### config.mk
export PLATFORM = sky130hd
export DESIGN_NAME = cartridge_bank_mapper
export DESIGN_NICKNAME = d
export VERILOG_FILES = /design/src/rtl/cbm_pkg.sv /design/src/rtl/cartridge_bank_mapper.sv /design/src/rtl/cbm_map_core.sv
export SDC_FILE = /design/constraint.sdc
export NUM_CORES = 1
export LEC_CHECK = 0
export BUFFER_PORTS_ARGS = -buffer_cell sky130_fd_sc_hd__buf_2
export CAP_MARGIN = 20
export CORE_MARGIN = 3
export CORE_UTILIZATION = 47
export DETAILED_ROUTE_END_ITERATION = 16
export PLACE_DENSITY = 0.75
export SYNTH_ARGS = -nofsm -noshare
export SYNTH_HDL_FRONTEND = slang
export SYNTH_SLANG_ARGS = --single-unit
### constraint.sdc
create_clock -name aclk -period 2.14 [get_ports aclk]
set_clock_uncertainty 0.15 [all_clocks]
set_input_delay 0.214 -clock aclk [delete_from_list [all_inputs] [get_ports aclk]]
set_output_delay 0.214 -clock aclk [all_outputs]
set_load 0.02 [all_outputs]
### src/rtl/cbm_pkg.sv
// cbm_pkg: shared types and constants for the cartridge bank mapper
// no dependencies; imported by cbm_map_core and cartridge_bank_mapper
`timescale 1ns / 1ps
`default_nettype none

package cbm_pkg;

    // configuration register indexes
    localparam logic CFG_ROM_BANK_MASK = 1'b0;
    localparam logic CFG_EXTRAM_BYTES  = 1'b1;

    // bus access kind
    localparam logic CMD_READ  = 1'b0;
    localparam logic CMD_WRITE = 1'b1;

    // result target codes
    typedef enum logic [1:0] {
        TGT_NONE  = 2'd0,
        TGT_ROM   = 2'd1,
        TGT_RAM   = 2'd2,
        TGT_FIXED = 2'd3
    } target_t;

    // fixed constants of the map
    localparam logic [7:0] RAM_ENABLE_KEY  = 8'h0A;
    localparam logic [7:0] FIXED_OPEN      = 8'hFF;
    localparam logic [7:0] FIXED_CLOCK     = 8'h00;
    localparam logic [6:0] ROM_BANK_BITS   = 7'h7F;
    localparam logic [5:0] RAM_MAX_PAGES   = 6'd32;
    localparam logic [15:0] RAM_WINDOW_BYTES = 16'd8192;

    // configuration registers as seen by the map logic
    typedef struct packed {
        logic [8:0]  rom_bank_mask;
        logic [15:0] extram_bytes;
    } cfg_t;

    // one bus access
    typedef struct packed {
        logic        command;
        logic [15:0] bus_address;
        logic [7:0]  bus_data;
    } access_t;

    // one mapping result
    typedef struct packed {
        target_t     target;
        logic [22:0] memory_address;
        logic        memory_write;
        logic [7:0]  write_byte;
        logic [7:0]  fixed_value;
    } result_t;

endpackage

`default_nettype wire

### src/rtl/cartridge_bank_mapper.sv
// cartridge_bank_mapper: top level with stream ports, config registers and pipeline
// depends on cbm_pkg and cbm_map_core
// an access passes the input register, then the result register, to the master side
// throughput: one access per cycle unless m_tready stalls; set by the register pair
// reset: synchronous active-low aresetn clears both stages, rom_bank_mask to 1,
// extram_bytes to 0, and bank state to enable 0, rom bank 1, ram bank 0
`timescale 1ns / 1ps
`default_nettype none

module cartridge_bank_mapper #(
    parameter int ROM_ADDRESS_BITS = 23
) (
    input  wire         aclk,
    input  wire         aresetn,
    // configuration write channel
    input  wire         cfg_valid,
    output logic        cfg_ready,
    input  wire         cfg_index,
    input  wire  [15:0] cfg_data,
    // access input
    input  wire         s_tvalid,
    output logic        s_tready,
    input  wire  [23:0] s_tdata,   // bus_address[15:0], bus_data[23:16]
    input  wire  [0:0]  s_tuser,   // command[0]
    // result output
    output logic        m_tvalid,
    input  wire         m_tready,
    output logic [39:0] m_tdata,   // memory_address[22:0], write_byte[30:23],
                                   // fixed_value[38:31], zero pad[39]
    output logic [2:0]  m_tuser    // target[1:0], memory_write[2]
);
    import cbm_pkg::*;

    cfg_t    cfg_reg;
    logic    in_valid_reg;
    access_t in_reg;
    logic    out_valid_reg;
    result_t out_reg;
    result_t res;
    logic    advance;

    // configuration transactions are always taken
    assign cfg_ready = 1'b1;

    always_ff @(posedge aclk) begin
        if (!aresetn) begin
            cfg_reg.rom_bank_mask <= 9'd1;
            cfg_reg.extram_bytes  <= 16'd0;
        end else if (cfg_valid) begin
            case (cfg_index)
                CFG_ROM_BANK_MASK: cfg_reg.rom_bank_mask <= cfg_data[8:0];
                CFG_EXTRAM_BYTES:  cfg_reg.extram_bytes  <= cfg_data;
                default: ;
            endcase
        end
    end

    // pipeline flow control
    assign advance  = !out_valid_reg || m_tready;
    assign s_tready = !in_valid_reg || advance;

    // input register
    always_ff @(posedge aclk) begin
        if (!aresetn) begin
            in_valid_reg <= 1'b0;
        end else if (s_tready) begin
            in_valid_reg <= s_tvalid;
        end
    end

    always_ff @(posedge aclk) begin
        if (s_tready && s_tvalid) begin
            in_reg.command     <= s_tuser[0];
            in_reg.bus_address <= s_tdata[15:0];
            in_reg.bus_data    <= s_tdata[23:16];
        end
    end

    cbm_map_core #(
        .ROM_ADDRESS_BITS(ROM_ADDRESS_BITS)
    ) u_core (
        .aclk   (aclk),
        .aresetn(aresetn),
        .cfg    (cfg_reg),
        .acc    (in_reg),
        .commit (in_valid_reg && advance),
        .res    (res)
    );

    // result register
    always_ff @(posedge aclk) begin
        if (!aresetn) begin
            out_valid_reg <= 1'b0;
        end else if (advance) begin
            out_valid_reg <= in_valid_reg;
        end
    end

    always_ff @(posedge aclk) begin
        if (advance && in_valid_reg) begin
            out_reg <= res;
        end
    end

    assign m_tvalid = out_valid_reg;
    assign m_tdata  = {1'b0, out_reg.fixed_value, out_reg.write_byte, out_reg.memory_address};
    assign m_tuser  = {out_reg.memory_write, out_reg.target};

`ifndef SYNTHESIS
    a_stage_moves: assert property (@(posedge aclk) disable iff (!aresetn)
        in_valid_reg && advance |=> out_valid_reg)
        else $error("access left the input stage without reaching the result stage");

    a_no_overwrite: assert property (@(posedge aclk) disable iff (!aresetn)
        s_tready && in_valid_reg |-> advance)
        else $error("input stage would be overwritten while occupied");

    a_write_is_ram: assert property (@(posedge aclk) disable iff (!aresetn)
        out_valid_reg && out_reg.memory_write |-> out_reg.target == TGT_RAM)
        else $error("memory write flagged on a non-ram target");
`endif

endmodule

`default_nettype wire

### src/rtl/cbm_map_core.sv
// cbm_map_core: bank state registers and the combinational address map
// depends on cbm_pkg
`timescale 1ns / 1ps
`default_nettype none

module cbm_map_core #(
    parameter int ROM_ADDRESS_BITS = 23
) (
    input  wire                   aclk,
    input  wire                   aresetn,
    input  wire cbm_pkg::cfg_t    cfg,
    input  wire cbm_pkg::access_t acc,
    input  wire                   commit,
    output cbm_pkg::result_t      res
);
    import cbm_pkg::*;

    localparam logic [22:0] ROM_MASK = 23'((64'd1 << ROM_ADDRESS_BITS) - 64'd1);

    logic [7:0] ram_enable_reg, ram_enable_next;
    logic [6:0] rom_bank_reg, rom_bank_next;
    logic [3:0] ram_bank_reg, ram_bank_next;

    logic [6:0]  bank_sel;
    logic [22:0] rom_addr;
    logic [5:0]  ram_pages;
    logic        in_ram_range;
    logic [12:0] ram_off;
    logic [22:0] ram_addr;
    logic [6:0]  data_bank;
    logic        ram_bank_ok;

    // address arithmetic
    always_comb begin
        bank_sel  = rom_bank_reg & cfg.rom_bank_mask[6:0];
        if (acc.bus_address[14]) begin
            rom_addr = {2'b00, bank_sel, acc.bus_address[13:0]};
        end else begin
            rom_addr = {7'd0, acc.bus_address};
        end
        rom_addr     = rom_addr & ROM_MASK;
        ram_off      = acc.bus_address[12:0];
        ram_pages    = (cfg.extram_bytes >= RAM_WINDOW_BYTES) ? RAM_MAX_PAGES
                                                              : {1'b0, cfg.extram_bytes[12:8]};
        in_ram_range = {1'b0, ram_off[12:8]} < ram_pages;
        ram_addr     = {6'd0, ram_bank_reg, ram_off};
        data_bank    = acc.bus_data[6:0] & ROM_BANK_BITS;
        ram_bank_ok  = (acc.bus_data <= 8'd3) || (acc.bus_data >= 8'd8 && acc.bus_data <= 8'd12);
    end

    // map decode and register writes
    always_comb begin
        res             = '0;
        res.target      = TGT_NONE;
        ram_enable_next = ram_enable_reg;
        rom_bank_next   = rom_bank_reg;
        ram_bank_next   = ram_bank_reg;
        if (!acc.bus_address[15]) begin
            if (acc.command == CMD_READ) begin
                res.target         = TGT_ROM;
                res.memory_address = rom_addr;
            end else begin
                case (acc.bus_address[14:13])
                    2'd0: begin
                        ram_enable_next = acc.bus_data;
                    end
                    2'd1: begin
                        rom_bank_next = (data_bank == 7'd0) ? 7'd1 : data_bank;
                    end
                    2'd2: begin
                        if (ram_bank_ok) begin
                            ram_bank_next = acc.bus_data[3:0];
                        end
                    end
                    default: begin
                        // mode select: no effect
                    end
                endcase
            end
        end else if (acc.bus_address[15:13] == 3'b101) begin
            if (ram_bank_reg[3]) begin
                // clock registers
                if (acc.command == CMD_READ) begin
                    res.target      = TGT_FIXED;
                    res.fixed_value = FIXED_CLOCK;
                end
            end else if (in_ram_range) begin
                if (acc.command == CMD_WRITE) begin
                    res.target         = TGT_RAM;
                    res.memory_address = ram_addr;
                    res.memory_write   = 1'b1;
                    res.write_byte     = acc.bus_data;
                end else if (ram_enable_reg == RAM_ENABLE_KEY) begin
                    res.target         = TGT_RAM;
                    res.memory_address = ram_addr;
                end else begin
                    res.target      = TGT_FIXED;
                    res.fixed_value = FIXED_OPEN;
                end
            end else if (acc.command == CMD_READ) begin
                res.target      = TGT_FIXED;
                res.fixed_value = FIXED_OPEN;
            end
        end
    end

    // bank state, updated when the access moves to the result stage
    always_ff @(posedge aclk) begin
        if (!aresetn) begin
            ram_enable_reg <= 8'd0;
            rom_bank_reg   <= 7'd1;
            ram_bank_reg   <= 4'd0;
        end else if (commit) begin
            ram_enable_reg <= ram_enable_next;
            rom_bank_reg   <= rom_bank_next;
            ram_bank_reg   <= ram_bank_next;
        end
    end

`ifndef SYNTHESIS
    a_rom_bank_nonzero: assert property (@(posedge aclk) disable iff (!aresetn)
        rom_bank_reg != 7'd0)
        else $error("rom bank register holds zero");

    a_ram_bank_legal: assert property (@(posedge aclk) disable iff (!aresetn)
        (ram_bank_reg <= 4'd3) || (ram_bank_reg >= 4'd8 && ram_bank_reg <= 4'd12))
        else $error("ram bank register holds an illegal value");

    a_state_holds: assert property (@(posedge aclk) disable iff (!aresetn)
        !commit |=> $stable(rom_bank_reg) && $stable(ram_bank_reg) && $stable(ram_enable_reg))
        else $error("bank state changed without a committed access");
`endif

endmodule

`default_nettype wire
# [Word level (Yosys, flattened, before mapping)]
# Cells that the tools add are included.
[word_totals] wordCells=68 regBits=111 inputBits=47
[classes] bitwise_logic=6 n_lt_le_gt_ge=5 n_mux=20 n_eq_ne=4 n_reduce_logical=18
[ops] op="32-bit 2-to-1 mux" n=2
[ops] op="25-bit 2-to-1 mux" n=2
[ops] op="42-bit 2-to-1 mux" n=1
[ops] op="8-bit 2-to-1 mux" n=5
[ops] op="24-bit 2-to-1 mux" n=1
[ops] op="21-bit 2-to-1 mux" n=1
[ops] op="16-bit by 14-bit >= comparator with 1-bit output, second input constant" n=1
[ops] op="16-bit 2-to-1 mux" n=1
[ops] op="9-bit 2-to-1 mux" n=1
[ops] op="8-bit by 4-bit == test with 1-bit output, second input constant" n=1
[ops] op="8-bit by 4-bit >= comparator with 1-bit output, second input constant" n=1
[ops] op="8-bit by 2-bit <= comparator with 1-bit output, second input constant" n=1
[ops] op="8-bit by 4-bit <= comparator with 1-bit output, second input constant" n=1
[ops] op="4-bit AND reduction" n=2
[ops] op="7-bit bitwise AND" n=1
[ops] op="7-bit logical NOT" n=1
[ops] op="7-bit 2-to-1 mux" n=1
[ops] op="5-bit by 6-bit less-than comparator with 1-bit output" n=1
[ops] op="2-bit 2-to-1 mux" n=3
[ops] op="6-bit 2-to-1 mux" n=1
[ops] op="1-bit inverter" n=5
[ops] op="5-bit AND reduction" n=1
[ops] op="5-bit OR reduction" n=1
[ops] op="2-bit AND reduction" n=2
[ops] op="other kinds (10)" n=15

# [Depth between registers and ports, before layout]
# Gate-level depths: netlist (run 1).
[depth] word_depth=7 ltp_mapped=8 mapped_depth_nobuf=7

# [Cells and area by module]
# Synthesis (run 1) repeated with hierarchy kept, for this count alone.
[unflattened] cells_unflattened=348 hier_area_um2=4495.6
[modules_own_cells] module="cartridge_bank_mapper" cells_per_inst=184 area_per_inst_um2=3100.5 n_inst=1
[modules_own_cells] module="cbm_map_core" cells_per_inst=164 area_per_inst_um2=1395.1 n_inst=1

# [Worst setup path after synthesis (run 1)]
# No wires, ideal clock.
[synth_path] path_type="reg-to-reg" from="register cfg_reg[13] (netlist name)" to="register out_reg (netlist bit m_tdata[13]), data pin" t_arrival_ps=1859 path_stages_with_launch=9 path_slack_ps=-19 n_path_buf=1 required_ps=1840 cell_sequence="dfxtp_1 > nor3_4 > nand2_1 > ha_1 > a21o_1 > a211oi_2 > o211ai_2 > buf_2 > o22ai_2"
[synth_lines] element="start: declaration" line="cartridge_bank_mapper.sv:34" source="cfg_t cfg_reg;"
[synth_lines] element="end signal: assignment" line="cartridge_bank_mapper.sv:101" source="out_reg <= res;"
[synth_lines] element="end: declaration" line="cartridge_bank_mapper.sv:38" source="result_t out_reg;"

==> results.sh, run 1 <==
export IMPL_core_area_sq_mm=0.00745
export IMPL_hpwl_um=5310
export IMPL_ys_seq_elements=94
export IMPL_nets=488
export IMPL_timing_worst_setup_path_type="reg -> reg"
export IMPL_maxSlewViolCount=0
export IMPL_row_count=31
export IMPL_p_sw_frac=0.235
export IMPL_worstPathArrival_ns=2.27
export IMPL_antenna_found_initial=0
export IMPL_final_area_sq_mm=0.00497
export IMPL_cts_inserted_buffers=9
export IMPL_synth_cells=304
export IMPL_htree_levels=3
export IMPL_ys_seq_area_frac=0.662
export IMPL_start_util=0.499
export IMPL_power_frac_comb=0.104
export IMPL_syn2layout_area_growth_pct=33.6
export IMPL_io_buffers=87
export IMPL_io_pins=93
export IMPL_max_stage_delay_ns=0.34
export IMPL_gp_congestion=0.777
export IMPL_worst_pin_slew_ns=0.486
export IMPL_synth_top_area_share=0.468
export IMPL_crit_slowest_cell="dfxtp_2"
export IMPL_async_reset_ff_frac=0
export IMPL_fin_setup_tns_ns=-0.792
export IMPL_yosysTopAreaCell="edfxtp_1"
export IMPL_largest_register_ffs=30
export IMPL_max_clock_freq_mhz=448
export IMPL_viasPerCell=5.02
export IMPL_clkTransAtPathRegs_ns=0.09
export IMPL_layout_setup_ws_ns=-0.0913
export IMPL_worstSkewPairLatency_ns=0.36
export IMPL_avgSynthCellArea_sq_um=12.2
export IMPL_min_period_ns=2.23
export IMPL_p_sw_mw=0.873
export IMPL_maxCapViolCount=0
export IMPL_hp_class="in -> reg"
export IMPL_grt_pass1_vias=2583
export IMPL_crit_fanout=14
export IMPL_final_fill_count=565
export IMPL_final_common_cell="buf_2"
export IMPL_p_leak_nw=2.07
export IMPL_clkPwrFrac=0.345
export IMPL_clk_path_buf_depth=2
export IMPL_chipHeight_um=95.0
export IMPL_p_int_mw=2.84
export IMPL_routed_wl_um=8040
export IMPL_cts_tree="done"
export IMPL_synthDistinctLibCells=45
export IMPL_die_x_um=95.0
export IMPL_slew_headroom=0.671
export IMPL_rsz0062_at_grt="true"
export IMPL_cts_sinks=94
export IMPL_root_buffer="clkbuf_8"
export IMPL_endpoint_kind="register"
export IMPL_drive_gt1_frac=0.299
export IMPL_yosys_top_cells_area="edfxtp_1, dfxtp_1, nand2_1, mux2i_1, a21oi_1"
export IMPL_most_common_layout_cells="buf_2, edfxtp_1, dlygate4sd3_1, nand2_1, dfxtp_1"
export IMPL_seqPwrFrac=0.552
export IMPL_min_period_over_period=1.04
export IMPL_place_area_sq_mm=0.00426
export IMPL_power_per_cell_area_mw_per_mm2=748
export IMPL_ir_drop_mv=0.394
export IMPL_finalHoldViolations=0
export IMPL_synth_edf_count=58
export IMPL_crit_path_start_kind="register"
export IMPL_grt_max_degree=26
export IMPL_grt_usage=0.186
export IMPL_routedWlPerCell_um=14.8
export IMPL_drcViolationCount=0
export IMPL_dieArea_sq_mm=0.00902
export IMPL_grt_pass1_wl_um=12400
export IMPL_dr_pass1_iters=4
export IMPL_status="finished with violations"
export IMPL_dr_total_vias=2719
export IMPL_setup_violations=25
export IMPL_fin_hold_ws_ns=0.0386
export IMPL_ant_nets=0
export IMPL_violations="negative setup slack"
export IMPL_drtIter0Drc=161
export IMPL_cts_setup_buffers=0
export IMPL_synth_flop_cell="edfxtp_1"
export IMPL_crit_chain="nor3_4 > nand2_1 > ha_4 > a21o_1 > a211oi_2 > o211ai_2 > buf_12 > a21boi_0"
export IMPL_grt_remaining_overflow=0
export IMPL_synthesis_area_sq_mm=0.00372
export IMPL_crit_required_ns=2.18
export IMPL_yosys_warnings=0
-- critical path, delay by kind of cell (launching register included) --
family / cells / cell delay (ns)
compound gates: 4 / 0.77
fa+ha+maj: 1 / 0.24
buf+inv: 1 / 0.18
flops: 1 / 0.34
simple gates: 2 / 0.39
-- final timing paths --
check,from,endpoint,slack (ns),depth (start not counted)
worst max register to register,cfg_reg[13],m_tdata[5],-0.09,8
worst max-delay path,cfg_reg[13],m_tdata[5],-0.09,8
worst min-delay path,m_tready,m_tvalid,0.04,4
worst min register to register,cfg_reg[18],cfg_reg[18],0.30,2
-- per-stage QoR --
step	power [mW]	cells	util	worst slack [ns]
2_1_floorplan	2.28	306	-	0.0149
3_3_place_gp	2.39	482	0.573	-0.0383
3_5_place_dp	2.40	482	0.573	-0.0967
4_1_cts	3.72	541	0.664	-0.0630
5_1_grt	3.84	541	0.667	-0.198
6_report	3.72	542	0.667	-0.0913
-- power groups by stage --
stage,logic [mW],registers [mW],clock network (mW)
floorplan,0.156,2.12,0
global placement,0.300,2.09,0
detailed placement,0.310,2.09,0
CTS,0.380,2.05,1.29
global route,0.421,2.06,1.36
finish,0.386,2.05,1.28
-- synth_stat cells (all sizes together) (3+ instances only) --
cell    instances
ha              4
buf            12
mux2i          14
nor3            3
inv             7
a21oi          21
clkbuf         10
nor2b           4
nor2           18
dfxtp          36
and3           15
and2            5
nand3          10
nand2          40
a21boi         14
edfxtp         58
o21ai           7
-- metal layers --
| metal | GRT usage | share of wire | vias up |
|---|---|---|---|
| li1 | - | - | 1339 |
| met1 | 0.234 | 0.43 | 1267 |
| met2 | 0.307 | 0.50 | 96 |
| met3 | 0.0359 | 0.048 | 17 |
| met4 | 0.0889 | 0.025 | 0 |
| met5 | 0 | 0 | - |
-- kinds of logic (layout without fill, tap and decap cells) --
group	after synthesis	count (layout)	share of synthesized area
adder cells (fa/ha/maj)	4	4	0.0135
buffers and inverters	30	166	0.0417
flip-flops	94	94	0.662
AND/OR/NAND/NOR	106	106	0.146
AO/OA/AOI/OAI	54	54	0.0969
multiplexers	14	14	0.0377
other	2	5	0.00202
-- area by class of cell --
class                           count  area (sq um)  area share
Clock buffer                        9           124      0.0249
Multi-Input combinational cell    182          1150       0.232
Clock inverter                      7          97.6      0.0196
Inverter                            8          30.0     0.00604
Timing Repair Buffer              142           973       0.196
Tap cell                           99           124      0.0249
Sequential cell                    94          2460       0.496
Antenna cell                        1          2.50    0.000504
-- repair_timing --
item,in CTS,in global routing
pin swaps,3,3
hold buffers,42,0
setup endpoints to repair,28,28
gates cloned,1,0
endpoints found under the hold margin,42,0
resized for setup,8,3
Power figures use the tool's default switching activity.
==> run 2: changes to the inputs <==
--- a/config.mk
+++ b/config.mk
@@ -10,7 +10,7 @@
 export CORE_MARGIN = 3
 export CORE_UTILIZATION = 47
 export DETAILED_ROUTE_END_ITERATION = 16
-export PLACE_DENSITY = 0.75
+export PLACE_DENSITY = 0.73
 export SYNTH_ARGS = -nofsm -noshare
 export SYNTH_HDL_FRONTEND = slang
 export SYNTH_SLANG_ARGS = --single-unit
==> run 2 against run 1 <==
  * Non-clock buffer count grew 2
  * Wire length increased by 3.4%
  * Clock-buffer cell count grew 1
  * Die area unchanged
  * Flip-flop and latch count unchanged
  * Utilization rose by 1.0 points
  * Highest routed layer unchanged
  * Global-route usage is 0.20 points higher
  * The run still ends with negative setup slack left
  * Sequential power is essentially flat
==> results.sh, run 2 (synthesis results as in run 1) <==
export IMPL_min_period_ns=2.33
export IMPL_min_period_over_period=1.09
export IMPL_antenna_found_initial=0
export IMPL_hpwl_um=5240
export IMPL_critPathTopFamily="compound AO/OA/AOI/OAI gates"
export IMPL_cts_inserted_buffers=9
export IMPL_crit_required_ns=2.11
export IMPL_dr_total_vias=2762
export IMPL_maxSlewViolCount=0
export IMPL_gp_congestion=0.830
export IMPL_grt_pass1_wl_um=12700
export IMPL_ir_drop_mv=0.354
export IMPL_timing_worst_setup_path_type="reg -> reg"
export IMPL_nets=490
export IMPL_final_common_cell="buf_2"
export IMPL_core_area_sq_mm=0.00745
export IMPL_cpMostUsedCell="nand2_2"
export IMPL_grt_remaining_overflow=0
export IMPL_critPathBufInv=2
export IMPL_r2r_setup_slack_ns=-0.19
export IMPL_layout_setup_ws_ns=-0.194
export IMPL_maxCapViolCount=0
export IMPL_io_buffers=87
export IMPL_row_count=31
export IMPL_fin_setup_tns_ns=-4.03
export IMPL_crit_path_start_kind="register"
export IMPL_die_x_um=95.0
export IMPL_grt_max_degree=26
export IMPL_syn2layout_area_growth_pct=35.6
export IMPL_dieArea_sq_mm=0.00902
export IMPL_io_pins=93
export IMPL_largest_register_ffs=30
export IMPL_drtIter0Drc=144
export IMPL_htree_levels=3
export IMPL_worst_pin_slew_ns=0.531
export IMPL_hp_class="in -> reg"
export IMPL_post_place_ws_ns=-0.0907
export IMPL_viasPerCell=5.09
export IMPL_crit_slowest_cell="dfxtp_2"
export IMPL_root_buffer="clkbuf_8"
export IMPL_rsz0062_at_grt="true"
export IMPL_crit_chain="nor3_4 > buf_4 > nand2_2 > ha_4 > nand2_2 > o21a_1 > o211ai_4 > clkbuf_16 > a21boi_1"
export IMPL_chipHeight_um=95.0
export IMPL_drive_gt1_frac=0.324
export IMPL_p_leak_nw=2.09
export IMPL_worstSkewPairLatency_ns=0.37
export IMPL_routedWlPerCell_um=15.3
export IMPL_start_util=0.499
export IMPL_drcViolationCount=0
export IMPL_clkTransAtPathRegs_ns=0.10
export IMPL_max_clock_freq_mhz=428
export IMPL_cts_sinks=94
export IMPL_slew_headroom=0.641
export IMPL_crit_fanout=6
export IMPL_power_per_cell_area_mw_per_mm2=727
export IMPL_ant_nets=0
export IMPL_fin_hold_ws_ns=0.0522
export IMPL_most_common_layout_cells="buf_2, edfxtp_1, dlygate4sd3_1, nand2_1, dfxtp_1"
export IMPL_routed_wl_um=8310
export IMPL_grt_usage=0.188
export IMPL_setup_violations=28
export IMPL_worstPathArrival_ns=2.31
export IMPL_violations="negative setup slack"
export IMPL_grt_pass1_vias=2667
export IMPL_clk_path_buf_depth=2
export IMPL_dr_pass1_iters=4
export IMPL_endpoint_kind="register"
export IMPL_cts_tree="done"
export IMPL_finalHoldViolations=0
export IMPL_antenna_diode_count=0
export IMPL_max_stage_delay_ns=0.34
export IMPL_status="finished with violations"
## run 2: cell count changes in the layout (fill, tap and decap cells not counted), moves of 2 or more
cell and change:
a21boi_2 +7, nand2_2 +3, a21boi_1 -2, nand2_1 -3, clkinv_4 +2, a21boi_0 -5
## run 2: final cells by class
class | instances | area (sq um)
flip-flops and latches | 94 | 2460
fillers | 555 | 2400
well taps | 99 | 124
clock inverters | 6 | 71.3
clock buffers | 10 | 138
repair buffers | 144 | 1010
inverters | 8 | 30.0
multi-input cells | 182 | 1210
## run 2: path summary, 6_finish.rpt
check,depth (start not counted),endpoint,startpoint
max,9,m_tdata[10],cfg_reg[13]
min,4,m_tvalid,m_tready
max reg2reg,9,m_tdata[10],cfg_reg[13]
min reg2reg,2,cfg_reg[8],cfg_reg[8]
## run 2: stage by stage
stage          instances   util  total power [mW]  instance area, sq um
2_1_floorplan        306      -              2.28                  3730
3_3_place_gp         481  0.572              2.39                  4260
3_5_place_dp         481  0.572              2.40                  4260
4_1_cts              541  0.664              3.64                  4940
5_1_grt              543  0.677              3.78                  5040
6_report             543  0.677              3.67                  5040
## run 2: metal layers
| layer | track usage | vias to the layer above | part of all wire |
|---|---|---|---|
| met1 | 0.224 | 1318 | 0.41 |
| met2 | 0.322 | 92 | 0.52 |
| li1 | - | 1337 | - |
| met4 | 0.0962 | 0 | 0.022 |
| met5 | 0 | - | 0 |
| met3 | 0.0367 | 15 | 0.048 |
## run 2: worst reg2reg max path, delay by kind of cell, from the launching register on
kind / cells / cell delay (ns)
AO/OA/AOI/OAI: 3 / 0.55
flip-flops: 1 / 0.34
adder cells (fa/ha/maj): 1 / 0.29
AND/OR/NAND/NOR: 3 / 0.38
buffers and inverters: 2 / 0.38
## run 2: what timing repair did
action	CTS	global route
resized for setup	11	18
pin swaps	3	2
hold buffers	43	0
setup buffers	0	1
cloned	1	1
setup endpoints to repair	28	28
endpoints found under the hold margin	42	0
## run 2: power by group
part	internal, mW	total [mW]	switching, mW
Combinational	0.188	0.407	0.219
Clock	0.577	1.21	0.631
Sequential	2.00	2.05	0.0469
Total	2.77	3.67	0.897
